## src/sv/periodic_timer_table_macros.svh

```systemverilog
// ----------------------------------------------------------------------------
// Periodic timer table assertion macros
// Concurrent checks clocked on aclk and disabled while aresetn is low.
// ----------------------------------------------------------------------------
`ifndef PERIODIC_TIMER_TABLE_MACROS_SVH
`define PERIODIC_TIMER_TABLE_MACROS_SVH

`ifndef SYNTHESIS

// The consequent must hold in the same cycle as the antecedent.
`define PTT_ASSERT_IMPL(lbl, ante, cons) \
    lbl: assert property (@(posedge aclk) disable iff (!aresetn) (ante) |-> (cons)) \
        else $error("periodic_timer_table assertion failed");

// The consequent must hold in the cycle after the antecedent.
`define PTT_ASSERT_NEXT(lbl, ante, cons) \
    lbl: assert property (@(posedge aclk) disable iff (!aresetn) (ante) |=> (cons)) \
        else $error("periodic_timer_table assertion failed");

`else

`define PTT_ASSERT_IMPL(lbl, ante, cons)
`define PTT_ASSERT_NEXT(lbl, ante, cons)

`endif

`endif

```

## src/sv/ptt_pkg.sv

```systemverilog
// ----------------------------------------------------------------------------
// Periodic timer table package
// Sizes, field codes and the microcode program of the timer sequencer.
// ----------------------------------------------------------------------------
`default_nettype none

package ptt_pkg;

    localparam int TIMER_SLOTS = 16;
    localparam int PERIOD_BITS = 16;
    localparam int SLOT_BITS   = (TIMER_SLOTS > 1) ? $clog2(TIMER_SLOTS) : 1;

    // Fixed request and result field widths.
    localparam int MODE_W   = 2;
    localparam int PERIOD_W = 16;
    localparam int ID_W     = 4;
    localparam int KIND_W   = 2;
    localparam int STATUS_W = 2;
    localparam int S_DATA_W = 24;
    localparam int M_DATA_W = 8;

    typedef enum logic [MODE_W-1:0] {
        MODE_START  = 2'd0,
        MODE_DELETE = 2'd1,
        MODE_TICK   = 2'd2
    } mode_t;

    typedef enum logic [KIND_W-1:0] {
        KIND_START  = 2'd0,
        KIND_DELETE = 2'd1,
        KIND_EXPIRY = 2'd2,
        KIND_DONE   = 2'd3
    } kind_t;

    typedef enum logic [STATUS_W-1:0] {
        STAT_OK          = 2'd0,
        STAT_ZERO_PERIOD = 2'd1,
        STAT_FULL        = 2'd2
    } status_t;

    // Microcode addresses.
    typedef enum logic [2:0] {
        UPC_IDLE,
        UPC_START,
        UPC_SCAN,
        UPC_FULL,
        UPC_DELETE,
        UPC_TICK,
        UPC_DONE
    } upc_t;

    typedef enum logic [1:0] {
        COND_ALWAYS,
        COND_ZERO_PERIOD,
        COND_SLOT_FREE,
        COND_FIRE
    } cond_t;

    typedef enum logic [1:0] {
        ID_ZERO,
        ID_SLOT,
        ID_REQ
    } id_sel_t;

    typedef enum logic [1:0] {
        OP_NONE,
        OP_ALLOC,
        OP_RELEASE,
        OP_ADVANCE
    } op_t;

    // One control word. A loop step walks the slot counter; brk leaves the
    // loop early through next_t when the condition holds, and running off the
    // last slot leaves through next_f.
    typedef struct packed {
        cond_t   cond;
        logic    loop;
        logic    brk;
        logic    emit;
        kind_t   kind;
        status_t status;
        id_sel_t id_sel;
        logic    last;
        op_t     op;
        upc_t    next_t;
        upc_t    next_f;
    } ucode_t;

    function automatic ucode_t ucode_rom(upc_t pc);
        ucode_t w;
        w = '{cond: COND_ALWAYS, loop: 1'b0, brk: 1'b0, emit: 1'b0, kind: KIND_START,
              status: STAT_OK, id_sel: ID_ZERO, last: 1'b0, op: OP_NONE,
              next_t: UPC_IDLE, next_f: UPC_IDLE};
        case (pc)
            UPC_START: begin
                w.cond   = COND_ZERO_PERIOD;
                w.emit   = 1'b1;
                w.status = STAT_ZERO_PERIOD;
                w.last   = 1'b1;
                w.next_f = UPC_SCAN;
            end
            UPC_SCAN: begin
                w.cond   = COND_SLOT_FREE;
                w.loop   = 1'b1;
                w.brk    = 1'b1;
                w.emit   = 1'b1;
                w.id_sel = ID_SLOT;
                w.last   = 1'b1;
                w.op     = OP_ALLOC;
                w.next_f = UPC_FULL;
            end
            UPC_FULL: begin
                w.emit   = 1'b1;
                w.status = STAT_FULL;
                w.last   = 1'b1;
            end
            UPC_DELETE: begin
                w.emit   = 1'b1;
                w.kind   = KIND_DELETE;
                w.id_sel = ID_REQ;
                w.last   = 1'b1;
                w.op     = OP_RELEASE;
            end
            UPC_TICK: begin
                w.cond   = COND_FIRE;
                w.loop   = 1'b1;
                w.emit   = 1'b1;
                w.kind   = KIND_EXPIRY;
                w.id_sel = ID_SLOT;
                w.op     = OP_ADVANCE;
                w.next_t = UPC_TICK;
                w.next_f = UPC_DONE;
            end
            UPC_DONE: begin
                w.emit   = 1'b1;
                w.kind   = KIND_DONE;
                w.last   = 1'b1;
            end
            default: begin
                w.next_t = UPC_IDLE;
            end
        endcase
        return w;
    endfunction

    // Clamp a requested period to the stored width.
    function automatic logic [PERIOD_BITS-1:0] sat_period(logic [PERIOD_W-1:0] p);
        logic [32:0] lim;
        lim = 33'((64'd1 << PERIOD_BITS) - 64'd1);
        if (33'(p) > lim) begin
            return '1;
        end
        return PERIOD_BITS'(p);
    endfunction

endpackage

`default_nettype wire

```

## src/sv/periodic_timer_table.sv

```systemverilog
// ----------------------------------------------------------------------------
// Periodic timer table
// A table of periodic timers run by a small microcoded sequencer.
// ----------------------------------------------------------------------------
//
//  Channel   Direction  Payload
//  s_axis    in         tuser = mode; tdata = period, slot_id (24 bits)
//  m_axis    out        tuser = kind; tdata = status, timer_id (8 bits); tlast = last
//
// A start request with a zero period is refused; otherwise the slots are
// scanned for the lowest free one, and a full table is refused. A delete is
// a single step; a tick walks every slot, then gives the tick-done result.
// The sequencer visits one slot per cycle while no result stall holds it,
// through a single read port on the period and count arrays. Reset clears
// the sequencer, the active bits and the output register. A step that has a
// result to hand over waits while the output register is full and not taken.
//
`default_nettype none

`include "periodic_timer_table_macros.svh"

module periodic_timer_table
    import ptt_pkg::*;
(
    input  wire logic                aclk,
    input  wire logic                aresetn,
    // Request channel.
    input  wire logic                s_axis_tvalid,
    output logic                     s_axis_tready,
    input  wire logic [MODE_W-1:0]   s_axis_tuser,  // mode[1:0]
    input  wire logic [S_DATA_W-1:0] s_axis_tdata,  // period[15:0], slot_id[19:16]
    // Result channel.
    output logic                     m_axis_tvalid,
    input  wire logic                m_axis_tready,
    output logic [KIND_W-1:0]        m_axis_tuser,  // kind[1:0]
    output logic [M_DATA_W-1:0]      m_axis_tdata,  // status[1:0], timer_id[5:2]
    output logic                     m_axis_tlast
);

    // Sequencer state.
    upc_t                   upc_reg, upc_next;
    logic [SLOT_BITS-1:0]   idx_reg, idx_next;

    // Fields of the request being worked on.
    logic [PERIOD_W-1:0]    period_reg;
    logic [ID_W-1:0]        sid_reg;

    // Timer table. Period and count are only read for active slots, so they
    // need no reset.
    logic [TIMER_SLOTS-1:0] slot_active_reg;
    logic [PERIOD_BITS-1:0] slot_period_mem  [TIMER_SLOTS];
    logic [PERIOD_BITS-1:0] slot_elapsed_mem [TIMER_SLOTS];
    logic [PERIOD_BITS-1:0] period_rd_reg;
    logic [PERIOD_BITS-1:0] elapsed_rd_reg;

    // Output register.
    logic                   m_valid_reg;
    logic [M_DATA_W-1:0]    m_data_reg;
    logic [KIND_W-1:0]      m_user_reg;
    logic                   m_last_reg;

    ucode_t                 uw;
    logic                   in_accept;
    logic                   cur_active;
    logic [PERIOD_BITS-1:0] cur_period;
    logic [PERIOD_BITS-1:0] elapsed_inc;
    logic                   fire;
    logic                   cond_true;
    logic                   at_last_slot;
    logic                   emit_now;
    logic                   out_free;
    logic                   stall;
    logic                   step_go;
    logic                   del_in_range;
    logic [SLOT_BITS-1:0]   del_idx;
    logic [ID_W-1:0]        emit_id;
    logic [M_DATA_W-1:0]    emit_data;

    assign uw            = ucode_rom(upc_reg);
    assign s_axis_tready = (upc_reg == UPC_IDLE);
    assign in_accept     = s_axis_tvalid && s_axis_tready;

    // The slot counter addresses the table for scan and tick.
    assign cur_active   = slot_active_reg[idx_reg];
    assign cur_period   = period_rd_reg;
    assign elapsed_inc  = elapsed_rd_reg + PERIOD_BITS'(1);
    assign fire         = cur_active && (elapsed_inc >= cur_period);
    assign at_last_slot = (idx_reg == SLOT_BITS'(TIMER_SLOTS - 1));

    assign del_in_range = (int'(sid_reg) < TIMER_SLOTS);
    assign del_idx      = SLOT_BITS'(sid_reg);

    always_comb begin
        case (uw.cond)
            COND_ALWAYS:      cond_true = 1'b1;
            COND_ZERO_PERIOD: cond_true = (period_reg == '0);
            COND_SLOT_FREE:   cond_true = !cur_active;
            COND_FIRE:        cond_true = fire;
            default:          cond_true = 1'b0;
        endcase
    end

    // A step with a result due holds until the output register can take it.
    assign emit_now = (upc_reg != UPC_IDLE) && uw.emit && cond_true;
    assign out_free = !m_valid_reg || m_axis_tready;
    assign stall    = emit_now && !out_free;
    assign step_go  = (upc_reg != UPC_IDLE) && !stall;

    // Next microcode address and slot counter.
    always_comb begin
        upc_next = upc_reg;
        idx_next = idx_reg;
        if (upc_reg == UPC_IDLE) begin
            if (in_accept) begin
                idx_next = '0;
                case (s_axis_tuser)
                    MODE_START:  upc_next = UPC_START;
                    MODE_DELETE: upc_next = UPC_DELETE;
                    MODE_TICK:   upc_next = UPC_TICK;
                    default:     upc_next = UPC_IDLE;
                endcase
            end
        end else if (step_go) begin
            if (uw.loop) begin
                if (cond_true && uw.brk) begin
                    upc_next = uw.next_t;
                end else if (at_last_slot) begin
                    upc_next = uw.next_f;
                end else begin
                    idx_next = idx_reg + SLOT_BITS'(1);
                end
            end else begin
                upc_next = cond_true ? uw.next_t : uw.next_f;
            end
        end
    end

    // Result fields of the current step.
    always_comb begin
        case (uw.id_sel)
            ID_ZERO: emit_id = '0;
            ID_SLOT: emit_id = ID_W'(idx_reg);
            ID_REQ:  emit_id = sid_reg;
            default: emit_id = '0;
        endcase
        emit_data = M_DATA_W'({emit_id, uw.status});
    end

    always_ff @(posedge aclk) begin
        if (!aresetn) begin
            upc_reg <= UPC_IDLE;
            idx_reg <= '0;
        end else begin
            upc_reg <= upc_next;
            idx_reg <= idx_next;
        end
    end

    always_ff @(posedge aclk) begin
        if (in_accept) begin
            period_reg <= s_axis_tdata[0 +: PERIOD_W];
            sid_reg    <= s_axis_tdata[PERIOD_W +: ID_W];
        end
    end

    // Active bits.
    always_ff @(posedge aclk) begin
        if (!aresetn) begin
            slot_active_reg <= '0;
        end else if (step_go) begin
            if (uw.op == OP_ALLOC && cond_true) begin
                slot_active_reg[idx_reg] <= 1'b1;
            end else if (uw.op == OP_RELEASE && del_in_range) begin
                slot_active_reg[del_idx] <= 1'b0;
            end
        end
    end

    // Period and count arrays, one write port each.
    always_ff @(posedge aclk) begin
        if (step_go) begin
            if (uw.op == OP_ALLOC && cond_true) begin
                slot_period_mem[idx_reg]  <= sat_period(period_reg);
                slot_elapsed_mem[idx_reg] <= '0;
            end else if (uw.op == OP_ADVANCE && cur_active) begin
                slot_elapsed_mem[idx_reg] <= fire ? '0 : elapsed_inc;
            end
        end
    end

    // Read port. The arrays are read at the slot the counter moves to, so the
    // entry of the current slot sits in the read registers during its step.
    always_ff @(posedge aclk) begin
        period_rd_reg  <= slot_period_mem[idx_next];
        elapsed_rd_reg <= slot_elapsed_mem[idx_next];
    end

    // Output register: a result may wait here while the next request comes in.
    always_ff @(posedge aclk) begin
        if (!aresetn) begin
            m_valid_reg <= 1'b0;
        end else if (emit_now && out_free) begin
            m_valid_reg <= 1'b1;
        end else if (m_axis_tready) begin
            m_valid_reg <= 1'b0;
        end
    end

    always_ff @(posedge aclk) begin
        if (emit_now && out_free) begin
            m_data_reg <= emit_data;
            m_user_reg <= uw.kind;
            m_last_reg <= uw.last;
        end
    end

    assign m_axis_tvalid = m_valid_reg;
    assign m_axis_tdata  = m_data_reg;
    assign m_axis_tuser  = m_user_reg;
    assign m_axis_tlast  = m_last_reg;

    // A tick request starts its walk at the first slot.
    `PTT_ASSERT_NEXT(a_tick_starts_at_slot0,
        in_accept && s_axis_tuser == MODE_TICK,
        upc_reg == UPC_TICK && idx_reg == '0)

    // The tick-done result always closes its request.
    `PTT_ASSERT_IMPL(a_done_is_last,
        m_axis_tvalid && m_axis_tuser == KIND_DONE,
        m_axis_tlast)

    // While a result waits on a full output register, the sequencer holds its step.
    `PTT_ASSERT_NEXT(a_stall_holds_step,
        stall,
        upc_reg == $past(upc_reg) && idx_reg == $past(idx_reg))

endmodule

`default_nettype wire

```

## config.mk

```make
export PLATFORM = sky130hd
export DESIGN_NAME = periodic_timer_table
export DESIGN_NICKNAME = d
export VERILOG_FILES = /design/src/sv/ptt_pkg.sv /design/src/sv/periodic_timer_table.sv
export VERILOG_INCLUDE_DIRS = /design/src /design/src/sv
export SDC_FILE = /design/constraint.sdc
export NUM_CORES = 1
export LEC_CHECK = 0
export BUFFER_PORTS_ARGS = -buffer_cell sky130_fd_sc_hd__buf_2
export CORE_MARGIN = 1.5
export CORE_UTILIZATION = 45
export CTS_BUF_LIST = sky130_fd_sc_hd__clkbuf_8
export DETAILED_ROUTE_END_ITERATION = 7
export PLACE_DENSITY_LB_ADDON = 0.15
export SLEW_MARGIN = 20
export SYNTH_ARGS = -nofsm -noshare
export SYNTH_HDL_FRONTEND = slang
export SYNTH_SLANG_ARGS = --single-unit
```

## constraint.sdc

```tcl
create_clock -name aclk -period 10.2 [get_ports aclk]
set_input_delay 2.04 -clock aclk [delete_from_list [all_inputs] [get_ports aclk]]
set_output_delay 2.04 -clock aclk [all_outputs]
set_load 0.005 [all_outputs]
```

==> results.ini <==
[status]
status=complete, no violations

[synthesis]
synth_top_cells_by_area=edfxtp_1, mux2i_1, dfxtp_1, o22ai_1, ha_1
yosys.area.top_type=edfxtp_1
synth_edf_count=541
synthArstFlopShare_pct=0
yosysSeqAreaShare_pct=73.5
synthFlopType=edfxtp_1
ys_types=61
yosysWarnings=0
yosysTopAreaCellShare_pct=68.7
ys_ff_latch=597
synthCells=1429
netlist_area_um2=23600
avgSynthCellArea_um2=16.5

[cells_and_area]
finish.net_count=1584
final_util_pct=51.4
final_common_cell=edfxtp_1
syn_to_final_growth_pct=12.2
largestRegisters=slot_elapsed_mem (256), slot_period_mem (256)
fillers=4273
final_cells=2291
final_cell_mix=edfxtp_1, mux2i_1, clkbuf_8
drive_gt1_share_pct=15.5
design_area_um2=26500

[global_route]
grt_overflow_total=0
grt_pass1_wl_mm=83.9
grt.total_usage_pct=21.6
grt_pass1_vias=13000
grt_max_degree=95
antenna_found_initial=1

[sta]
tightestPinTransition_ns=1.10
post-route-min-period_ns=7.03
post-route-period-util_pct=68.9
finalHoldViolCount=0
setup_tns_ns=0
slew_viol_final=0
timing.fmax_ghz=0.142
relSlewSlack_pct=26.4
setup_viol=0
rsz0062_at_grt=no
clock-skew-final_ns=0.0206

[placement]
placed_cells_incl_taps=2109
dp_hpwl_mm=30.8
port_buffers=36
placed_cell_area_um2=24700
gp_congestion=0.809

[die]
core_um2=51600
die_x_um=232
die_h_um=232
ios=43
start_util_pct=45.8
die_area_um2=53900
fp-row-count=83

[setup_path]
crit_required_ns=10.80
crit_type=flop to flop
crit_chain=ha_1 > nand3_1 > nor2_1 > and3_1 > nand3_1 > xnor2_1 > ha_1 > nand4_1 > or4_1 > o32a_1 > a211o_4 > a21oi_4 > a221o_4 > buf_4 > nand2_2 > o22ai_1 > or4_1
cp-end-kind=flop
worstPathArrival_ns=7.63
cp_slowest_cell=nand2_2
crit_fanout=52
startpoint_type=flop
max_stage_delay_ns=0.91

[cts]
cts_hold_buf=0
clk_latency_ns=0.68
post_cts_resize_count=0
clock-sinks=597
cts_root_buf=clkbuf_8
clk_pin_slew_ns=0.07
htreeDepth=3
cts_tree=yes
numCtsBuffers=96
clockBufferDepth=3
cts_setup_buffers=0

[pwr]
p_leak_nw=9.48
vdd.ir_drop.worst_uv=138
total_power_w=0.00551
cellPowerDensity_nw_per_um2=208

[detailed_routing]
detail_route.wirelength_mm=57.5
ant_nets=0
drt_iter0_drc=1082
vias=13100
vias_per_cell=5.70
firstDrtPassIters=5
drc=0
wire_per_inst_um=25.1

[min_path]
hp-class=flop to flop

[flow_run]
drv_cap=0

==> where the power goes <==
part           internal, W  leakage [nW]  switching [W]  total (W)
clock             0.000953          1.03       0.000941    0.00189
combinational     0.000287          3.61       0.000422   0.000709
sequential         0.00280          4.84       0.000106    0.00290
total              0.00404          9.48        0.00147    0.00551
==> stage by stage <==
step                hold WS (ns)  setup slack, ns
floorplan                  0.477             5.27
global placement           0.493             3.24
detailed placement         0.502             3.22
CTS                        0.522             3.17
global route               0.551             2.84
finish                     0.525             3.17
==> final timing paths <==
path	from	cells after the start	endpoint	slack, ns
min	slot_active_reg[0]	2	slot_active_reg[0]	0.52
min reg2reg	slot_active_reg[0]	2	slot_active_reg[0]	0.52
max	elapsed_rd_reg[0]	17	elapsed_rd_reg[8]	3.17
max reg2reg	elapsed_rd_reg[0]	17	elapsed_rd_reg[8]	3.17
==> critical path: cells and delay by family, from the launching register on <==
kind | cells | cell delay [ns]
and+or+nand+nor | 8 | 2.66
AOI/OAI and AO/OA | 5 | 2.00
buffers and inverters | 1 | 0.90
DFF | 1 | 0.48
adders and majority gates | 2 | 0.44
xor gates and xnor gates | 1 | 0.36
==> routing by layer <==
metal | vias up | wire length, um | track usage (%) | part of all wire, %
li1 | 5912 | - | - | -
met1 | 6725 | 26600 | 31.4 | 46
met2 | 373 | 27000 | 33.5 | 47
met3 | 56 | 2990 | 3.16 | 5.2
met4 | 0 | 857 | 6.43 | 1.5
met5 | - | 0 | 0 | 0
==> cell families (layout without fill, tap and decap cells) <==
family	count (synthesis)	count (layout)	synth area share, %
xor+xnor	14	14	0.519
simple gates	219	219	5.17
flops	597	597	73.5
buf+inv	102	282	1.95
fa+ha+maj	25	25	1.32
compound gates	208	208	6.42
other cells	1	3	0.0159
mux	263	263	11.1
==> final cells by class <==
type,count,area (um2),share of cell area (%)
multi-input cells,731,5910,22.3
clock inverters,78,388,1.46
inverters,27,101,0.382
clock buffers,101,1390,5.24
flip-flops and latches,597,17400,65.5
well taps,680,851,3.21
repair buffers,76,513,1.93
diodes,1,2.50,0.00944
==> synthesized netlist by cell type, drive strengths merged (11+ instances only) <==
master  instances
a21oi          13
and2           11
and3           26
buf            45
clkbuf         30
dfxtp          56
edfxtp        541
ha             25
inv            27
mux2i         261
nand2          31
nand3          21
nor2           37
nor2b          21
o21ai          14
o22ai          93
o32ai          32
or4            35
No activity file was read; power rests on OpenSTA's default activity.
